--- config.mk ---
export PLATFORM = sky130hd
export DESIGN_NAME = dra_div
export DESIGN_NICKNAME = d
export VERILOG_FILES = /design/src/delayed_reuse_slot_allocator_top_assert.svh /design/src/dra_div.sv
export SDC_FILE = /design/constraint.sdc
export NUM_CORES = 1
export LEC_CHECK = 0
export ABC_AREA = 1
export BUFFER_PORTS_ARGS = -buffer_cell sky130_fd_sc_hd__buf_2
export CAP_MARGIN = 20
export CORE_UTILIZATION = 56
export CTS_CLUSTER_SIZE = 20
export DETAILED_ROUTE_END_ITERATION = 12
export GPL_TIMING_DRIVEN = 0
export PLACE_DENSITY = 0.85
export RECOVER_POWER = 50
export SYNTH_ARGS = -nofsm -noshare
export SYNTH_HDL_FRONTEND = slang
export SYNTH_SLANG_ARGS = --single-unit
--- constraint.sdc ---
create_clock -name clk -period 2.6 [get_ports clk]
set_input_delay 0.78 -clock clk [delete_from_list [all_inputs] [get_ports clk]]
set_output_delay 0.78 -clock clk [all_outputs]
set_load 0.01 [all_outputs]
--- src/delayed_reuse_slot_allocator_top_assert.svh ---
// assertion macros for the slot allocator top level
// expects clk and rst_n in the scope of each use
`ifndef DELAYED_REUSE_SLOT_ALLOCATOR_TOP_ASSERT_SVH
`define DELAYED_REUSE_SLOT_ALLOCATOR_TOP_ASSERT_SVH

// same-cycle implication, checked out of reset
`define DRA_ASSERT_IMP(lbl, ante, cons) \
  lbl: assert property (@(posedge clk) disable iff (!rst_n) (ante) |-> (cons)) \
    else $error("dra assertion failed");

// next-cycle implication, checked out of reset
`define DRA_ASSERT_NXT(lbl, ante, cons) \
  lbl: assert property (@(posedge clk) disable iff (!rst_n) (ante) |=> (cons)) \
    else $error("dra assertion failed");

`endif

--- src/dra_div.sv ---
// restoring divider, one quotient bit per cycle, done pulses when the quotient is complete
// no dependencies
`default_nettype none
module dra_div #(
  parameter int DW = 17,
  parameter int VW = 14
) (
  input  wire logic          clk,
  input  wire logic          rst_n,
  input  wire logic          start,
  input  wire logic [DW-1:0] dividend,
  input  wire logic [VW-1:0] divisor,
  output logic               done,
  output logic      [DW-1:0] quotient
);

  localparam int CW = $clog2(DW + 1);

  logic          busy_r, busy_nxt;
  logic          done_r, done_nxt;
  logic [CW-1:0] cnt_r, cnt_nxt;
  logic [VW-1:0] rem_r, rem_nxt;
  logic [DW-1:0] quo_r, quo_nxt;
  logic [VW-1:0] div_r, div_nxt;
  logic [VW:0]   trial;
  logic [VW:0]   diffv;
  logic          ge;

  always_comb begin
    trial    = {rem_r, quo_r[DW-1]};
    ge       = (trial >= {1'b0, div_r});
    diffv    = trial - {1'b0, div_r};
    busy_nxt = busy_r;
    done_nxt = 1'b0;
    cnt_nxt  = cnt_r;
    rem_nxt  = rem_r;
    quo_nxt  = quo_r;
    div_nxt  = div_r;
    if (start) begin
      busy_nxt = 1'b1;
      cnt_nxt  = CW'(DW);
      rem_nxt  = '0;
      quo_nxt  = dividend;
      div_nxt  = divisor;
    end else if (busy_r) begin
      rem_nxt = ge ? diffv[VW-1:0] : trial[VW-1:0];
      quo_nxt = {quo_r[DW-2:0], ge};
      cnt_nxt = cnt_r - CW'(1);
      if (cnt_r == CW'(1)) begin
        busy_nxt = 1'b0;
        done_nxt = 1'b1;
      end
    end
  end

  always_ff @(posedge clk) begin
    if (!rst_n) begin
      busy_r <= 1'b0;
      done_r <= 1'b0;
      cnt_r  <= '0;
    end else begin
      busy_r <= busy_nxt;
      done_r <= done_nxt;
      cnt_r  <= cnt_nxt;
    end
    rem_r <= rem_nxt;
    quo_r <= quo_nxt;
    div_r <= div_nxt;
  end

  assign done     = done_r;
  assign quotient = quo_r;

endmodule
`default_nettype wire

### Word level (Yosys, flattened, before mapping)

Index checks and enable logic that the tools add are counted.
W data, S select, Z words.

* add/subtract/negate cells: 2
* $mul: 0
* div/mod/pow operators: 0
* magnitude comparators: 1
* equal/unequal tests: 1
* shift operators: 0
* multiplexer cells: 9
* bitwise logic cells: 2
* reduce and logical (&&, ||, !) cells: 3

Operators by type and width (count)
* $mux W17: 2
* $ge A15 B14 Y1: 1
* $mux W14: 1
* $sub A14 B14 Y14: 1
* $mux W5: 2
* $eq A5 B1 Y1 const B: 1
* $sub A5 B1 Y5 const B: 1
* $mux W1: 4
* $reduce_or A3 Y1: 1
* $not A1 Y1: 2
* $reduce_bool A2 Y1: 1
* $reduce_or A2 Y1: 1

* bits in registers: 52
* bits in latches: 0
* RAM bits: 0
* memory bits (read-only): 0
* bits of input ports: 34
* memories kept: 0

### Depth between registers and ports, before layout

Gate-level depths: netlist of the first run.

* depth in word-level cells: 4
* depth in mapped cells: 15
* mapped depth without buffers: 14

### Least setup slack after synthesis of the first run

OpenSTA, ideal clock, no wires.

* path kind: register -> register
* from: reg quo_r[16], in the netlist quotient[16]
* to: reg rem_r[6]
* setup time: 112 ps
* arrival: 1798 ps
* data required time: 2488 ps
* slack: 690 ps
* stages on the path, launching flop included: 12
* path buffers: 0
* clock period less this slack: 1910 ps
* cell sequence: edfxtp_1 -> inv_1 -> ha_1 -> inv_1 -> fa_1 -> nand3_1 -> nand3_1 -> a21oi_1 -> xor2_1 -> nand2_1 -> nand2_1 -> nand2_1

* word-level cells in the longest chain between the ends: 2

RTL lines
* from (decl): line dra_div.sv:23 `logic [DW-1:0] quo_r, quo_nxt;`
* from (signal assigned): line dra_div.sv:67 `quo_r <= quo_nxt;`
* $sub A14 B14 Y14 or $ge A15 B14 Y1 (tied branches): line dra_div.sv:32, dra_div.sv:31
* $mux W14 (*): line dra_div.sv:46 `rem_nxt = ge ? diffv[VW-1:0] : trial[VW-1:0];`
* to (signal assigned): line dra_div.sv:66 `rem_r <= rem_nxt;`
* to (decl): line dra_div.sv:22 `logic [VW-1:0] rem_r, rem_nxt;`

Every way passes the cells marked *; elsewhere a longest branch is shown, timed or not.
A chain may end at the register's enable or synchronous reset.

==> results of run 1 <==
[worst max path at each step]
stage / startpoint / endpoint / slack (ns)
2_1_floorplan: quotient[16]$_DFFE_PP_ / rem_r[6]$_SDFFE_PP0P_ / 0.69
3_3_place_gp: start / rem_r[10]$_SDFFE_PP0P_ / 0.23
3_5_place_dp: start / rem_r[7]$_SDFFE_PP0P_ / 0.20
4_1_cts: div_r[10]$_DFFE_PP_ / quotient[0]$_DFFE_PP_ / 0.51
5_1_grt: div_r[9]$_DFFE_PP_ / quotient[0]$_DFFE_PP_ / 0.34
6_report: start / rem_r[7]$_SDFFE_PP0P_ / 0.49
[layer usage]
| metal | vias to the layer above | part of all wire (%) | GRT usage (%) |
|---|---|---|---|
| met3 | 19 | 5.6 | 5.159 |
| met1 | 1221 | 44 | 32.68 |
| met5 | - | 0 | 0 |
| li1 | 1358 | - | - |
| met4 | 0 | 2.6 | 9.671 |
| met2 | 97 | 48 | 46.83 |
[cells in the final DEF (no fill, tap or decap), types with 2 or more instances in the layout]
| cell type | count |
|---|---|
| nand2_1 | 151 |
| inv_1 | 52 |
| nor2_1 | 39 |
| buf_2 | 35 |
| edfxtp_1 | 31 |
| nand3_1 | 25 |
| dfxtp_1 | 21 |
| clkbuf_1 | 20 |
| ha_1 | 17 |
| a21oi_1 | 10 |
| nand4_1 | 8 |
| xnor2_1 | 5 |
| clkbuf_8 | 5 |
| nor2_2 | 3 |
| xor2_1 | 3 |
| clkinv_1 | 2 |
| nand2_4 | 2 |
| nor3_1 | 2 |
[final cells by class]
class	count	share of cell area, %
multi-input cells	282	41.59
repair buffers	51	6.787
clock inverters	2	0.4693
well taps	70	2.527
plain buffers	6	0.9747
flip-flops and latches	52	38.99
clock buffers	6	2.708
inverters	55	5.957
[where the power goes]
group | switching [mW] | internal [mW] | leakage [nW]
combinational | 0.178 | 0.0982 | 1.21
sequential | 0.0285 | 0.937 | 0.482
clock | 0.285 | 0.254 | 0.0582
[through the flow]
step / std cells / hold WS, ns / area, um^2 / setup WS (ns) / power (mW)
after CTS: 524 / 0.4852 / 3486 / 0.5097 / 1.795
after global placement: 516 / 0.4555 / 3376 / 0.2285 / 1.250
after global routing: 524 / 0.5172 / 3466 / 0.3397 / 1.854
final: 524 / 0.4822 / 3466 / 0.4909 / 1.780
after detailed placement: 516 / 0.4695 / 3376 / 0.2035 / 1.261
after floorplan: 395 / 0.4449 / 3033 / 0.6902 / 1.157
[flip-flops by register name (all words and copies together) (netlist names)]
| register | count |
|---|---|
| quotient | 17 |
| div_r | 14 |
| rem_r | 14 |
| cnt_r | 5 |
| busy_r | 1 |
| done | 1 |
[critical path, delay by kind of cell]
kind / cells / cell delay, ns
buf+inv: 2 / 0.72
simple gates: 4 / 0.86
[cells by family after synthesis]
logic type,Yosys count,synth area share [%]
AO/OA/AOI/OAI,19,4.002
XOR/XNOR,8,2.310
adder cells (fa/ha/maj),18,7.673
buffers and inverters,61,7.921
flip-flops,52,44.55
AND/OR/NAND/NOR,237,33.54
==> run_results.csv, run 1 <==
group,metric,value,unit
clocking,clock_latency,0.31,ns
logic_synthesis,synth_top_cell_by_area,"edfxtp_1",
setup_path,start_kind,"input pin",
logic_synthesis,synth_area,3033,um^2
power_and_ir_drop,vdd_drop_max,0.4354,mV
timing,setup_viol,0,
logic_synthesis,synth_cells,395,
logic_synthesis,yosysSeqAreaShare,44.55,%
logic_synthesis,ys_warn_count,0,
logic_synthesis,ys_ff_latch,52,
logic_synthesis,syn_avg_cell_area,7.678,um^2
setup_path,timing.rr.end,"quotient[0]$_DFFE_PP_",
grt,grt_max_degree,19,
clocking,cts_resized,0,
worst_hold_path,hold_path_startpoint,"rem_r[11]$_SDFFE_PP0P_",
grt,groute.usage.overall,26.66,%
timing,period_needed,2.109,ns
floorplan,die_y,75.59,um
timing,finalHoldViolCount,0,
drt,remaining_drc_errors,0,
power_and_ir_drop,power.density,513.6,nW/um^2
logic_synthesis,synth_nets,447,
setup_path,cp-end-kind,"register",
final_layout,filler_cell_count,454,
final_layout,drive_gt1_share,12.56,%
worst_hold_path,hold_class,"reg -> reg",
final_layout,area_delta_synth_final,14.27,%
timing,slew_viol_final,0,
clocking,cts_hold_buf,0,
logic_synthesis,ys_types,36,
drt,antenna_left,0,
timing,tns,0,ns
final_layout,multi_input_area,1441,um^2
clocking,cts-root-buf,"clkbuf_8",
setup_path,r2r_start,"div_r[10]$_DFFE_PP_",
clocking,post_cts_buffers,0,
power_and_ir_drop,power_leakage,1.746,nW
logic_synthesis,synth.top_cell.area_share,30.69,%
drt,routed_wl,6.875,mm
timing,rsz0062_at_grt,"no",
clocking,cts.clk_slew.worst_paths,0.10,ns
timing,period_share,81.12,%
final_layout,fin_util,67.01,%
setup_path,cp.required,2.86,ns
final_layout,finalNetCount,505,
setup_path,worstPathArrival,2.37,ns
setup_path,ff2ff_path_depth,9,
final_layout,register_area,1351,um^2
clocking,cts_tree,"built",
placed_design,gp_congestion,0.9118,
run_status,outcome,"completed",
worst_hold_path,hold_end,"rem_r[11]$_SDFFE_PP0P_",
grt,grt_pass1_wl,11.25,mm
logic_synthesis,ys_top_cells_by_area,"edfxtp_1 31%, nand2_1 19%, dfxtp_1 14%, ha_1 7.0%, inv_1 6.4%",
logic_synthesis,yosysMostFrequentCell,"nand2_1",
floorplan,floorplan.initialDensity,58.64,%
logic_synthesis,synth-async-reset-ratio,0,%
grt,grt_pass1_vias,2597,
placed_design,io_buffers,51,
setup_path,cpMaxStageDelayCell,"nor2_1",
worst_hold_path,holdPathStages,2,
floorplan,design.die.area,5714,um^2
timing,relSlewSlack,53.17,%
grt,antenna_found_initial,0,
timing,fmax,474.1,MHz
floorplan,die_width,75.59,um
drt,vias,2695,
job,drv_cap,0,
setup_path,critical-path-max-stage-delay,0.51,ns
logic_synthesis,synth_edf_count,31,
drt,dr.pass1.iters,5,
clocking,cts.path.max_buffers,2,
drt,drtIter0Drc,223,
floorplan,fp-row-count,26,
floorplan,ios,52,
drt,wire_per_inst,13.12,um
logic_synthesis,synthFlopType,"edfxtp_1",
final_layout,diodes,0,
setup_path,r2r_slack,0.51,ns
logic_synthesis,yosys-top-cells-count,"151 x nand2_1, 52 x inv_1, 39 x nor2_1",
timing,tightest_slew,0.7017,ns
setup_path,worstPathMaxFanout,18,
timing,fin_skew,0.004128,ns
floorplan,fp.coreArea,5172,um^2
clocking,cts_buffers,5,
placed_design,hpwl,5.127,mm
drt,vias_per_cell,5.143,
setup_path,setup.worst_path.class,"in -> reg",
grt,grt_remaining_overflow,0,
clocking,cts_sinks,52,
clocking,htree_levels,2,
setup_path,path_cells,"buf_2 -> nor2_1 -> clkinv_1 -> nor2_1 -> nand2_1 -> nand2_1",
Power figures use the tool's default switching activity.
==> run 2, diff against run 1 <==
--- a/config.mk
+++ b/config.mk
@@ -8,11 +8,11 @@
 export ABC_AREA = 1
 export BUFFER_PORTS_ARGS = -buffer_cell sky130_fd_sc_hd__buf_2
 export CAP_MARGIN = 20
-export CORE_UTILIZATION = 56
+export CORE_UTILIZATION = 51
 export CTS_CLUSTER_SIZE = 20
 export DETAILED_ROUTE_END_ITERATION = 12
 export GPL_TIMING_DRIVEN = 0
-export PLACE_DENSITY = 0.85
+export PLACE_DENSITY = 0.81
 export RECOVER_POWER = 50
 export SYNTH_ARGS = -nofsm -noshare
 export SYNTH_HDL_FRONTEND = slang
==> constraint.sdc (replaced) <==
create_clock -name clk -period 1.9 [get_ports clk]
set_input_delay 0.57 -clock clk [delete_from_list [all_inputs] [get_ports clk]]
set_output_delay 0.57 -clock clk [all_outputs]
set_load 0.01 [all_outputs]
==> run 2 against run 1 <==
The flow now finishes with violations (setup timing). Register-to-register slack got worse by 0.53 ns. Clock skew increased by 0.0044 ns. Clock power rose by 24%. Clock-buffer cell count unchanged. Hold slack got worse by 0.058 ns. Flip-flop and latch count unchanged. Wire length rose by 21%. Power increased by 39%. Largest cell class unchanged. Highest routed layer unchanged.
==> run_results.csv, run 2 (same netlist as run 1, synthesis figures left out) <==
group,metric,value,unit
setup_path,worstPathArrival,2.14,ns
drt,dr.pass1.iters,5,
job,drv_cap,0,
timing,period_share,101.0,%
power_and_ir_drop,finalPower,2.478,mW
floorplan,die_width,79.12,um
worst_hold_path,hold_end,"div_r[1]$_DFFE_PP_",
power_and_ir_drop,p_clk_share,26.9,%
final_layout,filler_cell_count,439,
grt,grt_max_degree,19,
final_layout,mostFrequentLayoutCells,"137 x nand2_1, 51 x buf_2, 43 x inv_1, 31 x edfxtp_1, 29 x nor2_1",
drt,drtIter0Drc,263,
setup_path,r2r_start,"rem_r[2]$_SDFFE_PP0P_",
drt,vias_per_cell,5.442,
grt,antenna_found_initial,0,
drt,vias,2982,
timing,period_needed,1.919,ns
power_and_ir_drop,p_sw,0.7258,mW
worst_hold_path,hold_class,"in -> reg",
floorplan,fp-row-count,27,
run_status,outcome,"complete, but fails checks",
final_layout,largest_reg_flops,17,
floorplan,floorplan.initialDensity,54.08,%
power_and_ir_drop,p_int,1.752,mW
setup_path,start_kind,"register",
final_layout,diodes,0,
final_layout,drive_gt1_share,32.56,%
power_and_ir_drop,p_seq_share,53.4,%
placed_design,gp_congestion,0.9572,
timing,finalHoldViolCount,0,
setup_path,worstPathMaxFanout,5,
floorplan,die_y,79.12,um
timing,setup_viol,1,
worst_hold_path,hold_path_startpoint,"divisor[1]",
timing,rsz0062_at_grt,"yes",
timing,setup_ws,-0.01920,ns
setup_path,ff2ff_path_depth,11,
floorplan,ios,52,
timing,fmax,521.1,MHz
power_and_ir_drop,switching_share,29.29,%
final_layout,finalNetCount,527,
clocking,cts.clk_slew.worst_paths,0.10,ns
setup_path,timing.rr.end,"rem_r[6]$_SDFFE_PP0P_",
clocking,cts_tree,"built",
floorplan,design.die.area,6259,um^2
grt,groute.usage.overall,23.84,%
drt,wire_per_inst,15.24,um
grt,grt_pass1_wl,11.55,mm
timing,fin_skew,0.008573,ns
placed_design,io_buffers,51,
clocking,cts-root-buf,"clkbuf_8",
clocking,cts_hold_buf,0,
power_and_ir_drop,vdd_drop_max,0.4115,mV
clocking,clock_latency,0.31,ns
clocking,htree_levels,2,
clocking,cts.path.max_buffers,2,
power_and_ir_drop,power_leakage,1.936,nW
power_and_ir_drop,power.density,616.5,nW/um^2
setup_path,r2r_slack,-0.02,ns
power_and_ir_drop,power_frac_comb,19.7,%
run_status,violations,"setup timing",
drt,remaining_drc_errors,0,
final_layout,multi_input_area,1777,um^2
setup_path,setup.worst_path.class,"reg -> reg",
setup_path,cp-end-kind,"register",
final_layout,register_area,1355,um^2
timing,tightest_slew,0.6629,ns
setup_path,cp.required,2.12,ns
worst_hold_path,holdPathStages,1,
grt,grt_remaining_overflow,0,
final_layout,mostFrequentLayoutCell,"nand2_1",
timing,slew_viol_final,0,
clocking,cts_sinks,52,
grt,grt_pass1_vias,2567,
timing,tns,-0.01920,ns
placed_design,hpwl,4.770,mm
final_layout,fin_util,71.66,%
drt,routed_wl,8.353,mm
timing,relSlewSlack,55.76,%
clocking,cts_buffers,5,
final_layout,area_delta_synth_final,32.51,%
placed_design,place_ws,-0.2838,ns
floorplan,fp.coreArea,5608,um^2
timing,hold_slack,0.4246,ns
drt,antenna_left,0,
-- run 2: worst max path at each step --
stage / endpoint / slack (ns) / startpoint
finish: rem_r[6]$_SDFFE_PP0P_ / -0.02 / rem_r[2]$_SDFFE_PP0P_
global route: rem_r[6]$_SDFFE_PP0P_ / -0.11 / div_r[8]$_DFFE_PP_
CTS: rem_r[8]$_SDFFE_PP0P_ / 0.01 / quotient[16]$_DFFE_PP_
global placement: rem_r[7]$_SDFFE_PP0P_ / -0.28 / start
floorplan: rem_r[6]$_SDFFE_PP0P_ / 0.03 / quotient[16]$_DFFE_PP_
detailed placement: rem_r[13]$_SDFFE_PP0P_ / -0.28 / start
-- run 2: critical path: stages, from the launching register on --
cell and delay, ns:
dfxtp_1 0.39, ha_4 0.33, nand2_2 0.08, nor2_2 0.15, nand2_2 0.08, nand2_2 0.10
nand2_4 0.09, nand3_4 0.13, bufbuf_16 0.27, nand2_1 0.06, nand2_1 0.08, nand2_1 0.04
-- run 2: timing repair --
action | 4_1_cts | 5_1_grt
cloned | 1 | 2
resized for setup | 26 | 45
setup endpoints to repair | 15 | 15
buffers inserted | 5 | 14
pin swaps | 6 | 19
-- run 2: power by group through the flow --
stage / logic (mW) / registers (mW) / clock network, mW
3_5_place_dp: 0.383 / 1.34 / 0
5_1_grt: 0.533 / 1.33 / 0.714
4_1_cts: 0.425 / 1.32 / 0.676
3_3_place_gp: 0.372 / 1.34 / 0
6_report: 0.488 / 1.32 / 0.667
2_1_floorplan: 0.228 / 1.36 / 0
-- run 2: final cells by class --
cell class | count | share of cell area [%]
plain buffers | 6 | 1.121
clock buffers | 6 | 1.806
clock inverters | 2 | 0.4359
flip-flops and latches | 52 | 33.72
well taps | 72 | 2.242
repair buffers | 72 | 11.33
multi-input cells | 283 | 44.21
inverters | 55 | 5.137
-- run 2: layer usage --
layer	share of wire (%)	up-vias	global-route usage, %
met5	0	-	0
met4	4.8	0	6.909
met3	8.0	52	4.023
met2	47	172	40.60
met1	40	1343	31.02
li1	-	1415	-
-- run 2: through the flow --
stage / instance area (um^2) / std cells
CTS: 3726 / 532
detailed placement: 3391 / 518
global placement: 3391 / 518
floorplan: 3045 / 395
finish: 4019 / 548
global route: 4019 / 548
